==> config.mk <==
export PLATFORM = sky130hd
export DESIGN_NAME = bellows_stroke_sequencer_unit
export DESIGN_NICKNAME = d
export VERILOG_FILES = /design/src/rtl/core/bss_pkg.sv /design/src/rtl/core/bss_div.sv /design/src/rtl/core/bellows_stroke_sequencer_unit.sv
export SDC_FILE = /design/constraint.sdc
export NUM_CORES = 2
export LEC_CHECK = 0
export BUFFER_PORTS_ARGS = -buffer_cell sky130_fd_sc_hd__buf_2
export CAP_MARGIN = 20
export CORE_UTILIZATION = 40
export DETAILED_ROUTE_END_ITERATION = 10
export PLACE_DENSITY_LB_ADDON = 0.2
export SLEW_MARGIN = 20
export SYNTH_ARGS = -nofsm -noshare
export SYNTH_HDL_FRONTEND = slang
export SYNTH_SLANG_ARGS = --single-unit
==> constraint.sdc <==
create_clock -name clock -period 9.65 [get_ports clock]
set_input_delay 1.93 -clock clock [delete_from_list [all_inputs] [get_ports clock]]
set_output_delay 1.93 -clock clock [all_outputs]
set_load 0.01 [all_outputs]
==> src/rtl/core/bss_pkg.sv <==
// ----------------------------------------------------------------------------
// bss_pkg: bellows stroke sequencer shared definitions
// Widths, reset values, request, mode and register codes, sequencer states.
// ----------------------------------------------------------------------------
package bss_pkg;

   localparam int unsigned SAMPLE_BITS_DEF = 8;

   localparam int unsigned REQ_W      = 2;
   localparam int unsigned SMP_W      = 8;
   localparam int unsigned HOME_W     = 12;
   localparam int unsigned GEAR_W     = 4;
   localparam int unsigned RMAX_W     = 8;
   localparam int unsigned LIMIT_W    = 8;
   localparam int unsigned PAUSE_W    = 16;
   localparam int unsigned COUNT_W    = 16;
   localparam int unsigned PERIOD_W   = 32;
   localparam int unsigned MODE_W     = 2;
   localparam int unsigned CSR_IDX_W  = 3;
   localparam int unsigned CSR_DATA_W = 16;

   // shared multiplier: accumulator times one narrow operand
   localparam int unsigned MULA_W = 32;
   localparam int unsigned MULB_W = 12;
   localparam int unsigned PROD_W = MULA_W + MULB_W;
   // vol * home * gear * rate * rate_max: 8 + 12 + 4 + 8 + 8
   localparam int unsigned DEN_W  = 40;

   // numerator = CLOCK_HZ * SEC_PER_MIN << 2*SAMPLE_BITS; the product needs 30 bits
   localparam logic [63:0] CLOCK_HZ    = 64'd16000000;
   localparam logic [63:0] SEC_PER_MIN = 64'd60;
   localparam int unsigned NUM_BASE_W  = 30;

   localparam logic [PERIOD_W-1:0] MIN_PERIOD = 32'd100;

   localparam logic [HOME_W-1:0]  HOME_STEPS_RST     = 12'd1620;
   localparam logic [GEAR_W-1:0]  GEAR_FACTOR_RST    = 4'd4;
   localparam logic [RMAX_W-1:0]  RATE_MAX_RST       = 8'd100;
   localparam logic [LIMIT_W-1:0] PRESSURE_LIMIT_RST = 8'd200;
   localparam logic [PAUSE_W-1:0] UP_PAUSE_RST       = 16'd180;
   localparam logic [PAUSE_W-1:0] DOWN_PAUSE_RST     = 16'd100;

   localparam logic [CSR_IDX_W-1:0] CSR_HOME_STEPS     = 3'd0;
   localparam logic [CSR_IDX_W-1:0] CSR_GEAR_FACTOR    = 3'd1;
   localparam logic [CSR_IDX_W-1:0] CSR_RATE_MAX       = 3'd2;
   localparam logic [CSR_IDX_W-1:0] CSR_PRESSURE_LIMIT = 3'd3;
   localparam logic [CSR_IDX_W-1:0] CSR_UP_PAUSE       = 3'd4;
   localparam logic [CSR_IDX_W-1:0] CSR_DOWN_PAUSE     = 3'd5;

   typedef enum logic [REQ_W-1:0] {
      REQ_STEP    = 2'd0,
      REQ_HOME    = 2'd1,
      REQ_BREATHE = 2'd2
   } req_code_type;

   typedef enum logic [MODE_W-1:0] {
      MODE_IDLE    = 2'd0,
      MODE_HOME    = 2'd1,
      MODE_BREATHE = 2'd2
   } mode_type;

   typedef enum logic [3:0] {
      ST_IDLE,
      ST_DEC,
      ST_TOT,
      ST_TGT,
      ST_VOL,
      ST_RATE,
      ST_RMAX,
      ST_DIVGO,
      ST_DIVW,
      ST_STROKE,
      ST_OUT
   } fsm_state_type;

endpackage

==> src/rtl/core/bss_div.sv <==
// ----------------------------------------------------------------------------
// bss_div: radix-2 restoring divider
// Divides a fixed numerator by a registered divisor, one quotient bit a cycle.
// ----------------------------------------------------------------------------
module bss_div #(
   parameter int unsigned NUM_W = 46,
   parameter int unsigned DEN_W = 40,
   parameter logic [NUM_W-1:0] NUM = '0
) (
   input  logic             clock,
   input  logic             reset,
   input  logic             start,
   input  logic [DEN_W-1:0] den,
   output logic             done,
   output logic [NUM_W-1:0] quot
);

   localparam int unsigned CNT_W = $clog2(NUM_W + 1);

   logic             busy_ff, busy_in;
   logic             done_ff, done_in;
   logic [CNT_W-1:0] cnt_ff, cnt_in;
   logic [DEN_W-1:0] den_ff, den_in;
   logic [DEN_W-1:0] rem_ff, rem_in;
   logic [NUM_W-1:0] quo_ff, quo_in;

   logic [DEN_W:0]   trial;
   logic [DEN_W:0]   diff;
   logic             fits;

   // shift next numerator bit into the partial remainder
   assign trial = {rem_ff, quo_ff[NUM_W-1]};
   assign diff  = trial - {1'b0, den_ff};
   assign fits  = (trial >= {1'b0, den_ff});

   always_comb begin
      busy_in = busy_ff;
      done_in = 1'b0;
      cnt_in  = cnt_ff;
      den_in  = den_ff;
      rem_in  = rem_ff;
      quo_in  = quo_ff;
      if (start) begin
         busy_in = 1'b1;
         cnt_in  = CNT_W'(NUM_W);
         den_in  = den;
         rem_in  = '0;
         quo_in  = NUM;
      end else if (busy_ff) begin
         rem_in = fits ? diff[DEN_W-1:0] : trial[DEN_W-1:0];
         quo_in = {quo_ff[NUM_W-2:0], fits};
         cnt_in = cnt_ff - CNT_W'(1);
         if (cnt_ff == CNT_W'(1)) begin
            busy_in = 1'b0;
            done_in = 1'b1;
         end
      end
   end

   always_ff @(posedge clock) begin
      if (reset) begin
         busy_ff <= 1'b0;
         done_ff <= 1'b0;
         cnt_ff  <= '0;
      end else begin
         busy_ff <= busy_in;
         done_ff <= done_in;
         cnt_ff  <= cnt_in;
      end
   end

   always_ff @(posedge clock) begin
      den_ff <= den_in;
      rem_ff <= rem_in;
      quo_ff <= quo_in;
   end

   assign done = done_ff;
   assign quot = quo_ff;

endmodule

==> src/rtl/core/bellows_stroke_sequencer_unit.sv <==
// ----------------------------------------------------------------------------
// bellows_stroke_sequencer_unit: stepper bellows stroke sequencer
// Homing and breathing control with stroke timing from an iterative divider.
// ----------------------------------------------------------------------------
// Steps: a homing start, a plain step pulse or an idle pulse pass the
//   decode and output states; a breathing start adds the total and target
//   products; a stroke end adds those, the volume, rate and rate-max
//   products and, for a nonzero divisor, the divider (one quotient bit per cycle).
// Throughput: one item at a time; the next transfer is taken the cycle after
//   the result is registered, even while that result still waits downstream.
// Reset: synchronous, active high; registers back to their defaults, idle.
// ----------------------------------------------------------------------------
module bellows_stroke_sequencer_unit #(
   parameter int unsigned SAMPLE_BITS = bss_pkg::SAMPLE_BITS_DEF
) (
   input  logic                              clock,
   input  logic                              reset,
   // request channel
   input  logic                              req_valid,
   output logic                              req_stall,
   input  logic [bss_pkg::REQ_W-1:0]         req_type,
   input  logic [bss_pkg::SMP_W-1:0]         req_volume_pot,
   input  logic [bss_pkg::SMP_W-1:0]         req_rate_pot,
   input  logic [bss_pkg::SMP_W-1:0]         req_bellows_pressure,
   // response channel
   output logic                              rsp_valid,
   input  logic                              rsp_stall,
   output logic                              rsp_update_valid,
   output logic                              rsp_direction_up,
   output logic [bss_pkg::PERIOD_W-1:0]      rsp_step_period,
   output logic [bss_pkg::PERIOD_W-1:0]      rsp_step_compare,
   output logic [bss_pkg::PAUSE_W-1:0]       rsp_pause_ms,
   output logic                              rsp_motor_enable,
   output logic                              rsp_pressure_alarm,
   output logic [bss_pkg::MODE_W-1:0]        rsp_mode,
   // register write port
   input  logic                              csr_write_en,
   input  logic [bss_pkg::CSR_IDX_W-1:0]     csr_index,
   input  logic [bss_pkg::CSR_DATA_W-1:0]    csr_wdata
);

   localparam int unsigned COUNT_W  = bss_pkg::COUNT_W;
   localparam int unsigned PERIOD_W = bss_pkg::PERIOD_W;
   localparam int unsigned DEN_W    = bss_pkg::DEN_W;
   localparam int unsigned PROD_W   = bss_pkg::PROD_W;
   localparam int unsigned MULA_W   = bss_pkg::MULA_W;
   localparam int unsigned MULB_W   = bss_pkg::MULB_W;
   // numerator: ticks per minute scaled by the two pot full-scales
   localparam int unsigned NUM_W    = bss_pkg::NUM_BASE_W + 2 * SAMPLE_BITS;
   localparam logic [NUM_W-1:0] DIV_NUM =
      NUM_W'(bss_pkg::CLOCK_HZ * bss_pkg::SEC_PER_MIN) << (2 * SAMPLE_BITS);

   // ---------------------------------------------------------------------
   // registers
   // ---------------------------------------------------------------------
   bss_pkg::fsm_state_type state_ff, state_in;

   // configuration
   logic [bss_pkg::HOME_W-1:0]  home_ff, home_in;
   logic [bss_pkg::GEAR_W-1:0]  gear_ff, gear_in;
   logic [bss_pkg::RMAX_W-1:0]  rmax_ff, rmax_in;
   logic [bss_pkg::LIMIT_W-1:0] limit_ff, limit_in;
   logic [bss_pkg::PAUSE_W-1:0] up_pause_ff, up_pause_in;
   logic [bss_pkg::PAUSE_W-1:0] down_pause_ff, down_pause_in;

   // sequencer state kept between items
   bss_pkg::mode_type           mode_ff, mode_in;
   logic [COUNT_W-1:0]          count_ff, count_in;
   logic [COUNT_W-1:0]          target_ff, target_in;
   logic                        next_up_ff, next_up_in;
   logic                        motor_ff, motor_in;
   logic                        alarm_ff, alarm_in;
   logic [PERIOD_W-1:0]         lp_ff, lp_in;

   // captured request
   logic [bss_pkg::REQ_W-1:0]   rtype_ff, rtype_in;
   logic [bss_pkg::SMP_W-1:0]   vol_ff, vol_in;
   logic [bss_pkg::SMP_W-1:0]   rate_ff, rate_in;
   logic [bss_pkg::SMP_W-1:0]   pres_ff, pres_in;

   // working values
   logic [DEN_W-1:0]            acc_ff, acc_in;      // total steps, then divisor
   logic [COUNT_W-1:0]          tgt_ff, tgt_in;      // next up-stroke target
   logic                        stroke_ff, stroke_in; // item ends a stroke
   logic                        upd_ff, upd_in;
   logic [PERIOD_W-1:0]         per_ff, per_in;
   logic [PERIOD_W-1:0]         cmp_ff, cmp_in;
   logic [bss_pkg::PAUSE_W-1:0] pause_ff, pause_in;

   // output register
   logic                        rsp_valid_ff, rsp_valid_in;
   logic                        o_upd_ff, o_upd_in;
   logic                        o_dir_ff, o_dir_in;
   logic [PERIOD_W-1:0]         o_per_ff, o_per_in;
   logic [PERIOD_W-1:0]         o_cmp_ff, o_cmp_in;
   logic [bss_pkg::PAUSE_W-1:0] o_pause_ff, o_pause_in;
   logic                        o_motor_ff, o_motor_in;
   logic                        o_alarm_ff, o_alarm_in;
   logic [bss_pkg::MODE_W-1:0]  o_mode_ff, o_mode_in;

   // ---------------------------------------------------------------------
   // shared multiplier: one product per cycle, always registered after
   // ---------------------------------------------------------------------
   logic [MULA_W-1:0] mul_a;
   logic [MULB_W-1:0] mul_b;
   logic [PROD_W-1:0] prod;

   assign prod = PROD_W'(mul_a) * PROD_W'(mul_b);

   // stroke base: (home*gear - home/2) >> SAMPLE_BITS, zero on a short gear
   logic [COUNT_W-1:0] total;
   logic [COUNT_W-1:0] half;
   logic [COUNT_W-1:0] base;

   assign total = acc_ff[COUNT_W-1:0];
   assign half  = COUNT_W'(home_ff >> 1);
   assign base  = (total >= half) ? ((total - half) >> SAMPLE_BITS) : '0;

   // ---------------------------------------------------------------------
   // divider and period saturation
   // ---------------------------------------------------------------------
   logic             div_start;
   logic             div_done;
   logic [NUM_W-1:0] div_quot;
   logic [NUM_W-1:0] quot_m1;
   logic [PERIOD_W-1:0] period_sat;

   bss_div #(
      .NUM_W (NUM_W),
      .DEN_W (DEN_W),
      .NUM   (DIV_NUM)
   ) u_div (
      .clock (clock),
      .reset (reset),
      .start (div_start),
      .den   (acc_ff),
      .done  (div_done),
      .quot  (div_quot)
   );

   assign quot_m1 = div_quot - NUM_W'(1);

   always_comb begin
      if (div_quot <= NUM_W'(1)) begin
         period_sat = bss_pkg::MIN_PERIOD;       // period below one tick
      end else if (|quot_m1[NUM_W-1:PERIOD_W]) begin
         period_sat = '1;                        // too long for the timer
      end else begin
         period_sat = quot_m1[PERIOD_W-1:0];
      end
   end

   // ---------------------------------------------------------------------
   // sequencer
   // ---------------------------------------------------------------------
   assign req_stall = (state_ff != bss_pkg::ST_IDLE);

   always_comb begin
      state_in      = state_ff;
      home_in       = home_ff;
      gear_in       = gear_ff;
      rmax_in       = rmax_ff;
      limit_in      = limit_ff;
      up_pause_in   = up_pause_ff;
      down_pause_in = down_pause_ff;
      mode_in       = mode_ff;
      count_in      = count_ff;
      target_in     = target_ff;
      next_up_in    = next_up_ff;
      motor_in      = motor_ff;
      alarm_in      = alarm_ff;
      lp_in         = lp_ff;
      rtype_in      = rtype_ff;
      vol_in        = vol_ff;
      rate_in       = rate_ff;
      pres_in       = pres_ff;
      acc_in        = acc_ff;
      tgt_in        = tgt_ff;
      stroke_in     = stroke_ff;
      upd_in        = upd_ff;
      per_in        = per_ff;
      cmp_in        = cmp_ff;
      pause_in      = pause_ff;
      rsp_valid_in  = rsp_valid_ff;
      o_upd_in      = o_upd_ff;
      o_dir_in      = o_dir_ff;
      o_per_in      = o_per_ff;
      o_cmp_in      = o_cmp_ff;
      o_pause_in    = o_pause_ff;
      o_motor_in    = o_motor_ff;
      o_alarm_in    = o_alarm_ff;
      o_mode_in     = o_mode_ff;
      mul_a         = '0;
      mul_b         = '0;
      div_start     = 1'b0;

      // config writes must come only while idle; the block does not enforce it
      if (csr_write_en) begin
         case (csr_index)
            bss_pkg::CSR_HOME_STEPS:     home_in       = csr_wdata[bss_pkg::HOME_W-1:0];
            bss_pkg::CSR_GEAR_FACTOR:    gear_in       = csr_wdata[bss_pkg::GEAR_W-1:0];
            bss_pkg::CSR_RATE_MAX:       rmax_in       = csr_wdata[bss_pkg::RMAX_W-1:0];
            bss_pkg::CSR_PRESSURE_LIMIT: limit_in      = csr_wdata[bss_pkg::LIMIT_W-1:0];
            bss_pkg::CSR_UP_PAUSE:       up_pause_in   = csr_wdata[bss_pkg::PAUSE_W-1:0];
            bss_pkg::CSR_DOWN_PAUSE:     down_pause_in = csr_wdata[bss_pkg::PAUSE_W-1:0];
            default: ;
         endcase
      end

      // result leaves on its transfer
      if (rsp_valid_ff && !rsp_stall) begin
         rsp_valid_in = 1'b0;
      end

      case (state_ff)
         bss_pkg::ST_IDLE: begin
            if (req_valid) begin
               rtype_in = req_type;
               vol_in   = req_volume_pot;
               rate_in  = req_rate_pot;
               pres_in  = req_bellows_pressure;
               state_in = bss_pkg::ST_DEC;
            end
         end

         bss_pkg::ST_DEC: begin
            upd_in    = 1'b0;
            per_in    = '0;
            cmp_in    = '0;
            pause_in  = '0;
            stroke_in = 1'b0;
            state_in  = bss_pkg::ST_OUT;
            case (rtype_ff)
               bss_pkg::REQ_HOME: begin
                  count_in   = '0;
                  target_in  = '0;
                  next_up_in = 1'b0;
                  alarm_in   = 1'b0;
                  mode_in    = bss_pkg::MODE_HOME;
                  motor_in   = 1'b1;
               end
               bss_pkg::REQ_BREATHE: begin
                  state_in = bss_pkg::ST_TOT;
               end
               bss_pkg::REQ_STEP: begin
                  case (mode_ff)
                     bss_pkg::MODE_HOME: begin
                        next_up_in = 1'b0;
                        target_in  = COUNT_W'(home_ff);
                        if (count_ff >= COUNT_W'(home_ff)) begin
                           count_in = '0;
                           mode_in  = bss_pkg::MODE_IDLE;
                           motor_in = 1'b0;
                        end else begin
                           count_in = count_ff + COUNT_W'(1);
                        end
                     end
                     bss_pkg::MODE_BREATHE: begin
                        alarm_in = (pres_ff > limit_ff);
                        if (count_ff >= target_ff) begin
                           count_in  = '0;
                           stroke_in = 1'b1;
                           state_in  = bss_pkg::ST_TOT;
                        end else begin
                           count_in = count_ff + COUNT_W'(1);
                        end
                     end
                     default: ;
                  endcase
               end
               default: ;   // unused request code
            endcase
         end

         bss_pkg::ST_TOT: begin
            mul_a    = MULA_W'(gear_ff);
            mul_b    = MULB_W'(home_ff);
            acc_in   = prod[DEN_W-1:0];
            state_in = bss_pkg::ST_TGT;
         end

         bss_pkg::ST_TGT: begin
            mul_a  = MULA_W'(base);
            mul_b  = MULB_W'(vol_ff);
            tgt_in = prod[COUNT_W-1:0];
            if (stroke_ff) begin
               state_in = bss_pkg::ST_VOL;
            end else begin
               target_in = prod[COUNT_W-1:0];
               mode_in   = bss_pkg::MODE_BREATHE;
               motor_in  = 1'b1;
               state_in  = bss_pkg::ST_OUT;
            end
         end

         bss_pkg::ST_VOL: begin
            mul_a    = acc_ff[MULA_W-1:0];
            mul_b    = MULB_W'(vol_ff);
            acc_in   = prod[DEN_W-1:0];
            state_in = bss_pkg::ST_RATE;
         end

         bss_pkg::ST_RATE: begin
            mul_a    = acc_ff[MULA_W-1:0];
            mul_b    = MULB_W'(rate_ff);
            acc_in   = prod[DEN_W-1:0];
            state_in = bss_pkg::ST_RMAX;
         end

         bss_pkg::ST_RMAX: begin
            mul_a    = acc_ff[MULA_W-1:0];
            mul_b    = MULB_W'(rmax_ff);
            acc_in   = prod[DEN_W-1:0];
            state_in = bss_pkg::ST_DIVGO;
         end

         bss_pkg::ST_DIVGO: begin
            if (acc_ff == '0) begin
               lp_in    = '1;      // zero divisor saturates
               state_in = bss_pkg::ST_STROKE;
            end else begin
               div_start = 1'b1;
               state_in  = bss_pkg::ST_DIVW;
            end
         end

         bss_pkg::ST_DIVW: begin
            if (div_done) begin
               lp_in    = period_sat;
               state_in = bss_pkg::ST_STROKE;
            end
         end

         bss_pkg::ST_STROKE: begin
            upd_in = 1'b1;
            if (next_up_ff) begin
               // up stroke ends: full period, fresh target
               next_up_in = 1'b0;
               target_in  = tgt_ff;
               per_in     = lp_ff;
               cmp_in     = lp_ff >> 1;
               pause_in   = up_pause_ff;
            end else begin
               // down stroke ends: half period
               next_up_in = 1'b1;
               per_in     = lp_ff >> 1;
               cmp_in     = lp_ff >> 2;
               pause_in   = down_pause_ff;
            end
            state_in = bss_pkg::ST_OUT;
         end

         bss_pkg::ST_OUT: begin
            if (!rsp_valid_ff || !rsp_stall) begin
               rsp_valid_in = 1'b1;
               o_upd_in     = upd_ff;
               o_dir_in     = !next_up_ff;
               o_per_in     = per_ff;
               o_cmp_in     = cmp_ff;
               o_pause_in   = pause_ff;
               o_motor_in   = motor_ff;
               o_alarm_in   = alarm_ff;
               o_mode_in    = mode_ff;
               state_in     = bss_pkg::ST_IDLE;
            end
         end

         default: begin
            state_in = bss_pkg::ST_IDLE;
         end
      endcase
   end

   // control and architectural state
   always_ff @(posedge clock) begin
      if (reset) begin
         state_ff      <= bss_pkg::ST_IDLE;
         home_ff       <= bss_pkg::HOME_STEPS_RST;
         gear_ff       <= bss_pkg::GEAR_FACTOR_RST;
         rmax_ff       <= bss_pkg::RATE_MAX_RST;
         limit_ff      <= bss_pkg::PRESSURE_LIMIT_RST;
         up_pause_ff   <= bss_pkg::UP_PAUSE_RST;
         down_pause_ff <= bss_pkg::DOWN_PAUSE_RST;
         mode_ff       <= bss_pkg::MODE_IDLE;
         count_ff      <= '0;
         target_ff     <= '0;
         next_up_ff    <= 1'b0;
         motor_ff      <= 1'b0;
         alarm_ff      <= 1'b0;
         lp_ff         <= '0;
         rsp_valid_ff  <= 1'b0;
      end else begin
         state_ff      <= state_in;
         home_ff       <= home_in;
         gear_ff       <= gear_in;
         rmax_ff       <= rmax_in;
         limit_ff      <= limit_in;
         up_pause_ff   <= up_pause_in;
         down_pause_ff <= down_pause_in;
         mode_ff       <= mode_in;
         count_ff      <= count_in;
         target_ff     <= target_in;
         next_up_ff    <= next_up_in;
         motor_ff      <= motor_in;
         alarm_ff      <= alarm_in;
         lp_ff         <= lp_in;
         rsp_valid_ff  <= rsp_valid_in;
      end
   end

   // payload, no reset needed
   always_ff @(posedge clock) begin
      rtype_ff   <= rtype_in;
      vol_ff     <= vol_in;
      rate_ff    <= rate_in;
      pres_ff    <= pres_in;
      acc_ff     <= acc_in;
      tgt_ff     <= tgt_in;
      stroke_ff  <= stroke_in;
      upd_ff     <= upd_in;
      per_ff     <= per_in;
      cmp_ff     <= cmp_in;
      pause_ff   <= pause_in;
      o_upd_ff   <= o_upd_in;
      o_dir_ff   <= o_dir_in;
      o_per_ff   <= o_per_in;
      o_cmp_ff   <= o_cmp_in;
      o_pause_ff <= o_pause_in;
      o_motor_ff <= o_motor_in;
      o_alarm_ff <= o_alarm_in;
      o_mode_ff  <= o_mode_in;
   end

   assign rsp_valid          = rsp_valid_ff;
   assign rsp_update_valid   = o_upd_ff;
   assign rsp_direction_up   = o_dir_ff;
   assign rsp_step_period    = o_per_ff;
   assign rsp_step_compare   = o_cmp_ff;
   assign rsp_pause_ms       = o_pause_ff;
   assign rsp_motor_enable   = o_motor_ff;
   assign rsp_pressure_alarm = o_alarm_ff;
   assign rsp_mode           = o_mode_ff;

endmodule

### After elaboration in Yosys (flattened, before gate mapping)

Cells that the tools add are included.

| storage, ports and cells | value |
|---|---|
| flip-flop bits (word level) | 522 |
| input port bits | 50 |
| output and inout port bits | 88 |

| operators by class | value |
|---|---|
| $add $sub $neg | 5 |
| $mul | 1 |
| order comparisons | 6 |
| eq/ne operators | 31 |
| mux-type cells | 62 |
| bitwise operators | 1 |
| reductions and logical operators | 38 |

Operators by type and width:

| kind | number |
|---|---|
| 32-bit one-hot mux with 2 select lines | 3 |
| 32-bit two-way mux | 5 |
| 16-bit one-hot mux with 2 select lines | 4 |
| 16-bit two-way mux | 6 |
| 32-bit one-hot mux with 3 select lines | 1 |
| 12-bit one-hot mux with 4 select lines | 1 |
| 16-bit one-hot mux with 3 select lines | 1 |
| 46-bit by 1-bit <= comparator with 1-bit output, second input constant | 1 |
| 46-bit by 1-bit subtractor with 46-bit output, second input constant | 1 |
| 4-bit one-hot mux with 11 select lines | 1 |
| 41-bit by 40-bit >= comparator with 1-bit output | 1 |
| 40-bit zero test | 1 |
| 32-bit by 12-bit multiplier with 40-bit output | 1 |
| 40-bit two-way mux | 1 |
| 40-bit subtractor | 1 |
| 31-bit two-way mux | 1 |
| 4-bit two-way mux | 6 |
| 2-bit AND reduction | 9 |
| 1-bit two-way mux | 17 |
| 16-bit by 1-bit adder with 16-bit output, second input constant | 1 |
| 4-bit by 3-bit == test with 1-bit output, second input constant | 4 |
| 16-bit by 11-bit >= comparator with 1-bit output | 1 |
| 16-bit by 12-bit >= comparator with 1-bit output | 1 |
| 16-bit >= comparator | 1 |
| 38 further kinds | 74 |

### Depth between registers and ports, before layout

| depth | value |
|---|---|
| depth in word-level cells | 6 |
| gate-level depth with buffers | 34 |
| mapped depth without buffers | 33 |

### Hierarchy

A second synthesis with hierarchy kept.

| second synthesis, totals | value |
|---|---|
| cell total of the unflattened synthesis | 3388 |
| area, all modules | 32755.2 µm² |

Modules (own cells, without submodules):

| module | times used | cells an instance | area an instance (µm²) | sequential area each (µm²) |
|---|---|---|---|---|
| bellows_stroke_sequencer_unit | 1 | 2572 | 25185.4 | 8348.0 |
| bss_div | 1 | 816 | 7569.8 | 3083.0 |

### Worst setup path before layout

No wires, ideal clock.

| timing path | value |
|---|---|
| path kind | reg2reg |
| start point | reg acc_ff[1] |
| end point | reg acc_ff[38] (data pin) |
| library setup time | 258 ps |
| arrival time | 7867 ps |
| required time | 9392 ps |
| slack | 1526 ps |
| stages on the path, launching flop included | 30 |
| path buffers | 1 |
| path through | edfxtp_1 -> ha_1 -> nor2b_1 -> o21a_1 -> o21a_1 -> o21a_1 -> o21a_1 -> o21ai_0 -> a31oi_1 -> a222oi_1 -> clkbuf_1 -> nand3b_1 -> fa_1 -> fa_1 -> inv_1 -> fa_1 -> fa_1 -> inv_1 -> fa_1 -> inv_1 -> ha_1 -> a2111o_1 -> o32a_1 -> a41oi_1 -> o21ai_0 -> o41ai_1 -> o21a_1 -> o21bai_1 -> a21oi_1 -> xnor2_1 |

| on the way | value |
|---|---|
| cells in the longest elaborated chain, start to end | 4 |
| elaborated cells between the ends (all ways) | 5 |
| those cells by class | add/sub: 1; mul: 1; order compare: 1; mux: 2 |

RTL lines:

| what | RTL line | text |
|---|---|---|
| from (decl) | bellows_stroke_sequencer_unit.sv:82 | `logic [DEN_W-1:0] acc_ff, acc_in;` |
| from (signal assigned) | bellows_stroke_sequencer_unit.sv:417 | `acc_ff <= acc_in;` |
| 16-bit by 11-bit subtractor with 16-bit output / 16-bit by 11-bit >= comparator with 1-bit output (equally long branches) | bellows_stroke_sequencer_unit.sv:117 | `assign base = (total >= half) ? ((total - half) >> SAMPLE_BITS) : '0;` |
| 8-bit two-way mux | bellows_stroke_sequencer_unit.sv:117 |  |
| 32-bit one-hot mux with 3 select lines * | bellows_stroke_sequencer_unit.sv:215 | `case (state_ff)` |
| 32-bit by 12-bit multiplier with 40-bit output * | bellows_stroke_sequencer_unit.sv:108 | `assign prod = PROD_W'(mul_a) * PROD_W'(mul_b);` |
| named net prod[38] | bellows_stroke_sequencer_unit.sv:106 | `logic [PROD_W-1:0] prod;` |

The timed path passes the listed nets; every way through them passes the cells marked *.
A chain may end at the register's enable or synchronous reset.

### Worst setup path after layout

Ends and elaborated chain as after synthesis.

==> summary.md <==
| Metric | Value |
|---|---|
| ANT cells | 0 |
| Fin crit period | 8910 ps |
| Count of different cell masters after synthesis | 77 |
| Power per cell area | 211 nW/um2 |
| I/O pin total | 138 |
| Async SR Flop Fraction | 0% |
| Longest Clk Path Bufs | 3 |
| Via count | 23,200 |
| F_max | 0.112 GHz |
| Combinational group share of total power | 37.7% |
| Wire per inst | 17.0 um |
| Simple-gate portion of the synthesized area | 14.8% |
| Slew at the pin with the worst max-slew slack | 1080 ps |
| Fin Hold WS | 377 ps |
| Dpl ws | 756 ps |
| Setup_tns | 0 ps |
| Status | complete, no violations |
| Initial DRC count | 1,501 |
| First-pass GRT wire length | 126 mm |
| Layout cells sized above 1 | 8.20% |
| Gp weighted congestion | 0.853 |
| Final WS setup | 737 ps |
| Vias in the first global route | 22,700 |
| Core Region | 79,500 um2 |
| Syn Inst Count | 3,343 |
| Worst setup SP type | flip-flop |
| Initial antenna violation count | 0 |
| DP Wirelength | 59.3 mm |
| Hold Buf Count CTS | 0 |
| Clock transition at path regs | 60 ps |
| YS warnings | 0 |
| Post-Synthesis Cell Area | 32,300 um2 |
| Mux contribution to synthesized area | 3.81% |
| Req. time, crit path | 9990 ps |
| Final hold violations | 0 |
| Mapped Avg Cell Area | 9.67 um2 |
| Cell Int Power | 0.00477 W |
| Final worst-path cycle share | 92.4% |
| Multi-input gate area | 19,000 um2 |
| FF/Latch Area | 11,400 um2 |
| Main combinational cell family by area after synthesis | adder cells |
| CP max FO | 8 |
| # rows | 103 |
| Unrepaired setup endpoints after global routing | no |
| Synth Area in XOR/XNOR | 3.04% |
| Setup CP Type | flip-flop to flip-flop |
| Leakage | 14.9 nW |
| Sw power | 0.00284 W |
| WL final | 77.8 mm |
| Crit. End Element | flip-flop |
| WP data arrival | 9250 ps |
| Num CTS Buffers | 49 |
| WP buf/inv | 4 |
| CTS tree | built |
| Max_cap viols | 0 |
| Hold Crit Class | flip-flop to flip-flop |
| Fillers | 7,722 |
| Compound-Gate Fraction of Synth Area | 11.2% |
| Max-slew violations | 0 |
| Post-cts resize count | 0 |
| Crit path max-delay cell type | o21ai_1 |
| Most common flop cell mapped by yosys | dfxtp_1 |
| Clk pwr share | 26.3% |
| Grt total ovfl | 0 |
| Final ANT Viol Nets | 0 |
| Slowest cell delay on critical path | 540 ps |
| Root Driver | clkbuf_16 |
| Synth Area in Adders | 24.4% |
| Nets | 3,997 |
| Post-layout util | 45.3% |
| Inst Count DP | 4,492 |
| Layout Cells excl Fill | 4,585 |
| Final count of negative-setup-slack endpoints | 0 |
| Area grow syn2layout | 11.4% |
| CP delay by family, top | compound AO/OA/AOI/OAI gates |
| Initial Utilization | 40.6% |
| Die Area | 81,900 um2 |
| Die height | 286 um |
| Largest net degree at the start of global routing | 102 |
| H-Tree Depth | 2 |
| PortBufs | 136 |
| GRT Total Usage | 19.2% |
| Post-route DRC | 0 |
| Die width | 286 um |
| Post-synthesis sequential area ratio | 35.4% |
| First-pass iteration count of the detailed router | 9 |
| Synth Register Bits | 458 |
| Routed via count divided by cell count | 5.06 |
| Clk_lat worst skew | 610 ps |
| Slew HR | 28.0% |
| Worst VDD drop | 0.138 mV |
| Clk sink count | 458 |
| Switching Share | 37.3% |
| Setup Skew | 47.4 ps |
| Sequential group share of total power | 36.0% |
| Post-synth EDFFs | 226 |
| Setup bufs post-CTS | 0 |
path summary, 6_finish.rpt:
path / slack [ps] / endpoint / cells past startpoint / start
worst max-delay path: 740 / acc_ff[38] / 30 / acc_ff[1]
worst min-delay path: 380 / rsp_step_period[13] / 0 / cmp_ff[12]
worst max register to register: 740 / acc_ff[38] / 30 / acc_ff[1]
worst min register to register: 380 / rsp_step_period[13] / 0 / cmp_ff[12]
layout by cell type (no fill, tap or decap), types with 20 or more instances in the layout:
cell type	netlist	layout
nand2_1	424	424
o21ai_0	123	123
nand3_1	48	48
and3_1	24	24
edfxtp_1	226	226
mux2i_1	123	123
a211oi_1	27	27
a22oi_1	20	20
dfxtp_1	232	230
nor3_1	25	24
buf_4	35	45
a21oi_1	197	195
xor2_1	45	45
and2_1	44	42
fa_1	296	296
clkbuf_16	0	50
nor2_1	268	267
a21o_1	55	55
xnor2_1	67	67
inv_1	407	407
nor2b_1	30	30
nand3b_1	24	24
buf_2	1	135
nand2b_1	24	23
conb_1	2	103
ha_1	157	157
nor4_1	35	34
power by group through the flow:
stage	combinational, W	clock [W]	sequential, W
finish	0.00287	0.00200	0.00274
global route	0.00324	0.00213	0.00277
CTS	0.00288	0.00205	0.00274
detailed placement	0.00286	0	0.00278
global placement	0.00285	0	0.00277
floorplan	0.00219	0	0.00266
per-stage QoR:
step	instance area [um2]	power [W]
finish	36000	0.00761
global route	36000	0.00815
CTS	36000	0.00767
detailed placement	34300	0.00564
global placement	34300	0.00563
floorplan	32700	0.00485
Yosys cell counts, drive strengths merged (12+ instances only):
cell type	count	area share [%]
nor2	268	3.1
o211ai	16	0.37
and2	54	1.0
o21ai	130	2.0
o21bai	18	0.42
dfxtp	232	14
a211o	12	0.33
and3	24	0.46
a222oi	12	0.37
nand2b	24	0.46
nand3	49	0.77
fa	296	18
ha	157	6.1
xor2	45	1.2
nor2b	30	0.58
nor3	26	0.44
a22oi	20	0.46
nand3b	24	0.56
nand2	424	4.9
a211oi	27	0.63
a31oi	15	0.31
inv	408	4.7
clkbuf	121	1.4
nand4	19	0.37
mux2i	123	3.8
nor4	35	0.68
xnor2	67	1.8
edfxtp	226	21
a21oi	197	3.1
buf	61	1.2
o21a	19	0.44
a21o	55	1.3
per-layer routing:
metal	vias to the layer above	GRT usage, %	wire (um)
met3	66	1.96	3110
met1	11300	27.8	37400
met4	0	3.46	1010
met5	-	0	0
met2	431	31.1	36300
li1	11400	-	-
kinds of logic after synthesis:
group | after synthesis
flops | 458
buf+inv | 592
simple gates | 1027
other cells | 2
fa+ha+maj | 453
xor+xnor | 112
mux | 123
compound gates | 576
flip-flops by register name, indices dropped and copies added, names as in the netlist, 12 cells and up:
signal           flops
down_pause_ff       16
lp_ff               32
u_div.quot          46
target_ff           16
acc_ff              40
home_ff             12
u_div.den_ff        40
tgt_ff              16
cmp_ff              30
pause_ff            16
u_div.rem_ff        40
rsp_pause_ms        16
count_ff            16
rsp_step_period     31
up_pause_ff         16
cell type report:
cell class	instances	area share, %
Multi-Input combinational cell	2394	52.6
Clock buffer	60	3.66
Clock inverter	32	1.16
Sequential cell	458	31.8
Timing Repair Buffer	181	2.85
Tap cell	1050	3.65
Inverter	410	4.27
No activity file was read; power rests on OpenSTA's default activity.
